## src/hdl/cls_pkg.sv

```systemverilog
package cls_pkg;

  // Field widths
  localparam int OP_W       = 2;
  localparam int ACC_W      = 20;
  localparam int THR_W      = 19;
  localparam int TICK_W     = 16;
  localparam int THROTTLE_W = 14;
  localparam int DIST_W     = 16;
  localparam int PHASE_W    = 2;
  localparam int CFG_IDX_W  = 3;
  localparam int CFG_DATA_W = 19;

  // Climb point arithmetic
  localparam int FRAC_SHIFT = 8;                    // metres to Q24.8
  localparam int QUO_W      = DIST_W + FRAC_SHIFT + 1;
  localparam int SQ_W       = 64;                   // sum of squares, remainders
  localparam int ROOT_W     = 32;
  localparam int MUL_W      = 32;
  localparam int CNT_W      = 6;
  localparam logic [SQ_W-1:0] ROOT_START = 64'h4000_0000_0000_0000;

  // Op codes
  localparam logic [OP_W-1:0] OP_TICK = 2'd0;
  localparam logic [OP_W-1:0] OP_NAV  = 2'd1;
  localparam logic [OP_W-1:0] OP_ARM  = 2'd2;

  // Phase codes
  localparam logic [PHASE_W-1:0] PH_HOLD    = 2'd0;
  localparam logic [PHASE_W-1:0] PH_POWER   = 2'd1;
  localparam logic [PHASE_W-1:0] PH_CAPTURE = 2'd2;
  localparam logic [PHASE_W-1:0] PH_CLIMB   = 2'd3;

  // Register indexes
  localparam logic [CFG_IDX_W-1:0] REG_ACCEL_THRESHOLD = 3'd0;
  localparam logic [CFG_IDX_W-1:0] REG_MOTOR_DELAY     = 3'd1;
  localparam logic [CFG_IDX_W-1:0] REG_HEADING_DELAY   = 3'd2;
  localparam logic [CFG_IDX_W-1:0] REG_FULL_THROTTLE   = 3'd3;
  localparam logic [CFG_IDX_W-1:0] REG_CLIMB_DISTANCE  = 3'd4;

  localparam logic [TICK_W-1:0] LOCKED_TICKS = 16'hffff;

  typedef struct packed {
    logic [THR_W-1:0]      accel_threshold;
    logic [TICK_W-1:0]     motor_delay_ticks;
    logic [TICK_W-1:0]     heading_delay_ticks;
    logic [THROTTLE_W-1:0] full_throttle;
    logic [DIST_W-1:0]     climb_distance;
  } cls_cfg_t;

  localparam cls_cfg_t CFG_RESET = '{
    accel_threshold:     19'd15068,
    motor_delay_ticks:   16'd45,
    heading_delay_ticks: 16'd180,
    full_throttle:       14'd9600,
    climb_distance:      16'd300
  };

  typedef struct packed {
    logic done;
    logic zero;
  } cls_climb_stat_t;

endpackage

```

## src/hdl/cls_cfg_regs.sv

```systemverilog
module cls_cfg_regs (
  input  logic                             clk_i,
  input  logic                             rst_ni,
  input  logic                             cfg_valid_i,
  input  logic [cls_pkg::CFG_IDX_W-1:0]    cfg_index_i,
  input  logic [cls_pkg::CFG_DATA_W-1:0]   cfg_data_i,
  output cls_pkg::cls_cfg_t                cfg_o
);

  cls_pkg::cls_cfg_t cfg_d, cfg_q;

  always_comb begin
    cfg_d = cfg_q;
    if (cfg_valid_i) begin
      unique case (cfg_index_i)
        cls_pkg::REG_ACCEL_THRESHOLD:
          cfg_d.accel_threshold = cfg_data_i[cls_pkg::THR_W-1:0];
        cls_pkg::REG_MOTOR_DELAY:
          cfg_d.motor_delay_ticks = cfg_data_i[cls_pkg::TICK_W-1:0];
        cls_pkg::REG_HEADING_DELAY:
          cfg_d.heading_delay_ticks = cfg_data_i[cls_pkg::TICK_W-1:0];
        cls_pkg::REG_FULL_THROTTLE:
          cfg_d.full_throttle = cfg_data_i[cls_pkg::THROTTLE_W-1:0];
        cls_pkg::REG_CLIMB_DISTANCE:
          cfg_d.climb_distance = cfg_data_i[cls_pkg::DIST_W-1:0];
        default: cfg_d = cfg_q;  // drop writes to unused indexes
      endcase
    end
  end

  always_ff @(posedge clk_i or negedge rst_ni) begin
    if (!rst_ni) begin
      cfg_q <= cls_pkg::CFG_RESET;
    end else begin
      cfg_q <= cfg_d;
    end
  end

  assign cfg_o = cfg_q;

endmodule

```

## config.mk

```make
export PLATFORM = sky130hd
export DESIGN_NAME = cls_cfg_regs
export DESIGN_NICKNAME = d
export VERILOG_FILES = /design/src/hdl/cls_pkg.sv /design/src/hdl/cls_cfg_regs.sv
export SDC_FILE = /design/constraint.sdc
export NUM_CORES = 1
export LEC_CHECK = 0
export BUFFER_PORTS_ARGS = -buffer_cell sky130_fd_sc_hd__buf_4
export CAP_MARGIN = 20
export CELL_PAD_IN_SITES_DETAIL_PLACEMENT = 1
export CELL_PAD_IN_SITES_GLOBAL_PLACEMENT = 1
export CORE_MARGIN = 1.5
export CORE_UTILIZATION = 41
export DETAILED_ROUTE_END_ITERATION = 6
export PLACE_DENSITY_LB_ADDON = 0.1
export SYNTH_ARGS = -nofsm -noshare
export SYNTH_HDL_FRONTEND = slang
export SYNTH_SLANG_ARGS = --single-unit
```

## constraint.sdc

```tcl
create_clock -name clk_i -period 0.9 [get_ports clk_i]
set_input_delay 0.09 -clock clk_i [delete_from_list [all_inputs] [get_ports clk_i]]
set_output_delay 0.09 -clock clk_i [all_outputs]
set_load 0.01 [all_outputs]
```

==> results.txt, run 1 <==
- The flow ran to the end, but the final reports show violations.
- The checks that failed: negative hold slack, negative setup slack.
* GRT overflow: 0
* Worst Max-Slew Pin Slew: 0.292 ns
* H-tree Lvls: 3
- Clk Tree Root Cell: sky130_fd_sc_hd__clkbuf_8
- WP data required: 0.81 ns
- Buffers from clock root to sink, at most: 2
- Effective utilization at floorplan: 0.420
- Achievable frequency: 859 MHz
- Count of endpoints failing setup in the final report: 112
- Number of clock sinks: 81
- The floorplan has 32 rows.
- Of the cells placed in the final design, the portion with a size suffix greater than 1 is 0.806.
- Leading cell type in the layout, fill and taps excluded: sky130_fd_sc_hd__buf_6
- Number of max-cap violations: 0
- Clock latency at the later pin of the worst-skew pair: 0.34 ns
- Entering global routing, the biggest net connects 52 pins.
* Ratio of total power to cell area: 2350 nW/µm²
- Num CTS Buffers: 9
* Chip height: 91.5 µm
- Along the worst path, the maximum fanout reaches 2.
- Combined area of all synthesized cells: 3210 µm²
- Synthesis produced 176 cells.
* Area delta synth->final: 68.8%
- For this run, the post-layout net count is 376.
* Syn nets: 201
- IO Port Bufs: 105
- After layout, the worst setup slack is -0.264 ns.
- The layout has 664 filler cells.
- Setup WS pre-CTS: -0.420 ns
- Final HPWL DP: 5090 µm
* Fraction of the yosys area taken by sequential cells: 0.641
- The worst setup path is launched from a flip-flop.
- After the flow finishes, the layout carries non-filler instances totaling 458.
* CP Capture Type: primary output
* Ordered list of cells on the worst path: buf_6
- Synthesized area divided by synthesized cell count: 18.2 µm²
- The min-delay analysis places its worst path in the category primary input to flip-flop.
* Total wire length after detailed routing: 10,600 µm
- On the final layout, the worst hold slack is -0.000833 ns.
- The pre-antenna-repair detailed-routing pass consisted of 4 iterations.
- Setup repair after global routing missed its margin: yes
- During synthesis, Yosys emitted a total of 0 warnings.
- Together, buffers and inverters on the worst path number 1.
- Clock-pin slew was measured on the worst setup and hold paths at 0.09 ns.
* Instance count after placement with tap cells included: 385
- The count of final max-slew check failures was 0.
- Critical-path cell with the highest stage delay: sky130_fd_sc_hd__dfstp_2
- After routing, the total negative slack on setup checks comes to -9.64 ns.
- Starting DRT DRC Count: 93
* Final Wtd Congestion: 0.700
- At the worst endpoint, the arrival time is 1.07 ns.
- TritonCTS built the clock tree.
- In the global route stage, overall resource usage came out at 0.231.
* Clock skew after layout: 0 ns
- VDD IR max: 1390 µV
- In this run the static leakage power is 2.55 nW.
* Number of hold-slack violations in the final timing report: 1
- WL/cell: 23.1 µm
- After detailed placement, the total cell area comes to 4310 µm².
- Crit path time final: 1.16 ns
- Worst relative slew slack: 0.805
- Measured along the x axis, the die boundary spans 91.5 µm.
- Start-to-end type of the worst setup path: flip-flop to primary output
- Detailed routing inserted a total of 2,215 vias.
- Cell class contributing the biggest share of worst-path delay: flip-flops
- The number of antenna violations at the first check in global routing came to 0.
- After synthesis the netlist holds a flip-flop and latch count of 81.
- Of the available clock period, the critical path in the final layout requires 1.29.
* Die area: 8370 µm²
- Global-route wire length before repair: 14,500 µm
- For this run, the slowest stage of the critical path takes 0.59 ns.
* Standard cell core area: 7650 µm²
- Vias in the first global route: 2,511
- Once layout is done, the placed cells without fillers occupy 5420 µm².
- Vias per inst: 4.84
* Detail Route Antenna Nets: 0
- Remaining design rule violation count: 0
- Largest register FFs: 81
- Leaving out fill and tap cells, the most frequent cells in the layout are 114 x sky130_fd_sc_hd__buf_6, 56 x sky130_fd_sc_hd__dfrtp_1, 51 x sky130_fd_sc_hd__mux2_4.
- During I/O placement, the number of pins put on the boundary was 106.
- 0 antenna diodes ended up in the layout.
* Number of unique standard cell types used by synthesis: 12
==> worst paths after layout <==
| path | cells past startpoint | slack [ns] | start | endpoint |
|---|---|---|---|---|
| min in group asynchronous | 3 | 0.26 | rst_ni | cfg_o[42] |
| min | 2 | -0.0008 | cfg_data_i[5] | cfg_o[5] |
| min reg2reg | 1 | 0.53 | cfg_o[78] | cfg_o[78] |
| max reg2reg | 2 | -0.05 | cfg_o[59] | cfg_o[59] |
| max | 1 | -0.26 | cfg_o[23] | cfg_o[23] |
| max in group asynchronous | 3 | 0.29 | rst_ni | cfg_o[3] |
==> layer usage <==
layer | up-vias | wire length (µm) | global-route usage
met2 | 62 | 5680 | 0.394
met5 | - | 0 | 0
met1 | 1178 | 4380 | 0.295
met4 | 0 | 65 | 0.0664
met3 | 7 | 465 | 0.0511
li1 | 968 | - | -
==> cells in the mapped netlist, drive strengths merged <==
library cell	n	area, µm²
mux2	81	987
dfrtp	56	1400
dfstp	25	657
buf	9	108
nor4b	1	15.0
nand4b	1	8.76
and4bb	2	25.0
nor4bb	1	10.0
==> kinds of logic after synthesis <==
logic type | after synthesis | share of synthesized area
buf+inv | 9 | 0.0335
flops | 81 | 0.641
mux | 81 | 0.307
simple gates | 5 | 0.0183
==> stage by stage <==
| step | util | power [mW] | hold slack, ns |
|---|---|---|---|
| finish | 0.709 | 12.7 | -0.000833 |
| global route | 0.709 | 13.3 | -0.00919 |
| CTS | 0.684 | 12.1 | 0.000365 |
| detailed placement | 0.563 | 8.27 | 0.0721 |
| global placement | 0.563 | 8.19 | 0.0688 |
| floorplan | - | 6.52 | -0.206 |
==> repair_timing <==
action | in CTS | in global routing
resized for setup | 98 | 27
endpoints found under the hold margin | 101 | 0
buffers inserted | 34 | 12
pin swaps | 1 | 1
setup endpoints to repair | 98 | 120
hold buffers | 10 | 0
cloned | 1 | 0
==> area by class of cell <==
cell class	count	area (µm²)	share of cell area
tap	102	128	0.0235
timing repair buffer	173	1850	0.342
clock inverter	6	57.6	0.0106
sequential	81	2060	0.380
clock buffer	10	138	0.0254
multi-input combinational	86	1190	0.219
==> where the power goes <==
| part | internal (mW) | total [mW] | switching [mW] |
|---|---|---|---|
| sequential | 4.63 | 5.40 | 0.762 |
| combinational | 3.16 | 4.66 | 1.50 |
| clock | 1.34 | 2.69 | 1.35 |
No activity file was read; power rests on OpenSTA's default activity.
==> inputs of run 2 (changes only) <==
HOLD_SLACK_MARGIN = 0.03   (was unset)
RECOVER_POWER = 25   (was unset)
==> results.txt, run 2 (synthesis results as in run 1) <==
- Setup violations remaining at the end of the flow were counted as 112.
- The number of global-route vias before repair came to 2,604.
- By startpoint and endpoint, the worst setup path is classified as flip-flop to primary output.
* First-pass iteration count of the detailed router: 4
* Via total after detailed routing: 2,292
- Pin count of the biggest net entering global routing: 52
- The register with the most flip-flops in the layout has 81 of them.
- For this run, the total global-route usage over all layers was measured as 0.244.
- Together, buffers and inverters on the worst path number 1.
- Effective utilization at floorplan: 0.420
- The tightest min-delay check is of the primary input to flip-flop type.
* Count of pins on the block boundary: 106
- Leakage dissipation: 2.56 nW
- Data on the critical path is required at its endpoint by 0.81 ns.
* Final instance area: 5460 µm²
* Failing checks: negative setup slack
- Global-route wire length before repair: 15,300 µm
- Based on the critical path, the design can be clocked at up to 874 MHz.
* GRT overflow: 0
* Die area: 8370 µm²
* Comb pwr share: 0.363
* Cell class contributing the biggest share of worst-path delay: flip-flops
* IO Port Bufs: 105
- Ratio of cells with drive above 1 in the final layout: 0.780
- Outcome: finished, violations left
- For this run, the slowest stage of the critical path takes 0.58 ns.
* Multi-input combinational cell area: 1190 µm²
- Setup WS pre-CTS: -0.420 ns
- The final hold violation count is 0.
- The repair_antennas step left the layout with diodes totalling 0.
- Switch share: 0.295
- Internal power comes to 9.10 mW.
* Placed cell areas: 4310 µm²
- Power share of the clock group: 0.215
- Relative to the synthesized area, the layout overhead comes to 70.0%.
- Along the worst path, the maximum fanout reaches 2.
- Buffers from clock root to sink, at most: 2
- Setup repair after global routing could not meet its margin everywhere.
- Standard cell core area: 7650 µm²
- Share of the cycle needed by the critical path after routing: 1.27
* Nature of the critical path startpoint: flip-flop
- CTS placed an instance of sky130_fd_sc_hd__clkbuf_8 at the clock tree root.
- Power dissipated by switching net loads: 3.81 mW
- The clock drives 81 sinks.
- Critical path arrival: 1.05 ns
* Worst-path clk slew: 0.09 ns
- Total wire length after detailed routing: 11,600 µm
- The die is 91.5 µm tall.
* H-tree Lvls: 3
- Initial antenna violation count: 0
- CP Capture Type: primary output
- Leaving out fill and tap cells, the most frequent cell in the layout is sky130_fd_sc_hd__buf_6.
- Buffers inserted during clock tree synthesis total 9.
* Ordered list of cells on the worst path: buf_6
* Critical-path cell with the highest stage delay: sky130_fd_sc_hd__dfstp_2
- Fill cells in the final layout number 641.
- Number of nets in the layout: 383
* Ratio of total power to cell area: 2360 nW/µm²
- The clock reaches the later pin of the worst-skew pair after 0.35 ns.
- Final-report max-slew violation count: 0
* Starting DRT DRC Count: 99
* Total Power: 12.9 mW
* Combined flip-flop and latch cell area: 2060 µm²
- After detailed routing, the number of vias per cell comes to 4.93.
- Worst Max-Slew Pin Slew: 0.480 ns
- Remaining design rule violation count: 0
* VDD IR max: 1210 µV
- The share of total power dissipated in sequential elements is 0.422.
- The congestion estimate from routability-driven global placement came to 0.700.
- TritonCTS built the clock tree.
- On the final layout, the worst clock skew is 0 ns.
* Crit path time final: 1.14 ns
- Dividing the detail-routed wire length by the instance count gives 25.0 µm.
- Detail Route Antenna Nets: 0
- The library cells used most frequently in the layout, excluding fill and tap cells, are 112 x sky130_fd_sc_hd__buf_6, 56 x sky130_fd_sc_hd__dfrtp_1, 52 x sky130_fd_sc_hd__mux2_4.
- The die is 91.5 µm wide.
* Core Rows: 32
- Final HPWL DP: 5090 µm
* Number of max-cap violations: 0
- Worst relative slew slack: 0.680
* Setup slack after layout: -0.244 ns
-- run 2: cell types whose count changed in the layout (fill, tap and decap cells not counted) --
cell	before	now
sky130_fd_sc_hd__buf_12	7	5
sky130_fd_sc_hd__buf_6	114	112
sky130_fd_sc_hd__buf_8	2	1
sky130_fd_sc_hd__clkbuf_1	0	1
sky130_fd_sc_hd__clkbuf_4	0	1
sky130_fd_sc_hd__dlygate4sd3_1	10	20
sky130_fd_sc_hd__mux2_2	28	27
sky130_fd_sc_hd__mux2_4	51	52
-- run 2: routing by layer --
metal / global-route usage / routed length (µm)
met5: 0 / 0
met4: 0.0547 / 150
met3: 0.0519 / 363
met2: 0.412 / 6190
met1: 0.322 / 4930
-- run 2: timing repair --
item                       in CTS  in global routing
hold endpoints to repair      162                  0
pin swaps                       1                  1
cloned                          1                  0
setup buffers                  34                  9
hold buffers                   20                  0
setup endpoints to repair      98                120
gates resized for setup        98                 23
-- run 2: worst paths after layout --
kind                           startpoint        end  slack (ns)  depth (start not counted)
max in group asynchronous          rst_ni  cfg_o[73]        0.12                          3
min in group asynchronous          rst_ni  cfg_o[33]        0.41                          3
min                        cfg_index_i[0]  cfg_o[70]        0.26                          4
max reg2reg                     cfg_o[63]  cfg_o[63]       -0.07                          2
min reg2reg                     cfg_o[76]  cfg_o[76]        0.54                          1
max                             cfg_o[35]  cfg_o[35]       -0.24                          1
-- run 2: layout make-up --
type | instances | share of cell area
timing repair buffer | 180 | 0.346
sequential | 81 | 0.377
clock inverter | 6 | 0.0105
clock buffer | 10 | 0.0252
multi-input combinational | 86 | 0.218
tap | 102 | 0.0234
-- run 2: worst min-delay path, cell delays in order --
cell and delay [ns]:
sky130_fd_sc_hd__buf_8 0.09, sky130_fd_sc_hd__nor4b_4 0.05, sky130_fd_sc_hd__buf_6 0.14, sky130_fd_sc_hd__mux2_4 0.20
-- run 2: stage by stage --
step | utilization | setup TNS (ns) | hold WS, ns | std cells
after detailed placement | 0.563 | -23.55 | 0.0721 | 385
final | 0.714 | -10.96 | 0.261 | 465
after floorplan | - | -7.92 | -0.206 | 176
after CTS | 0.697 | -9.36 | 0.235 | 456
after global routing | 0.714 | -13.15 | 0.271 | 465
after global placement | 0.563 | -21.92 | 0.0688 | 385
-- run 2: power by group through the flow --
stage / Combinational [mW] / Clock (mW) / Sequential [mW]
CTS: 4.22 / 2.71 / 5.24
global placement: 3.05 / 0 / 5.14
floorplan: 1.04 / 0 / 5.48
global route: 4.91 / 2.95 / 5.50
finish: 4.69 / 2.78 / 5.44
detailed placement: 3.11 / 0 / 5.16
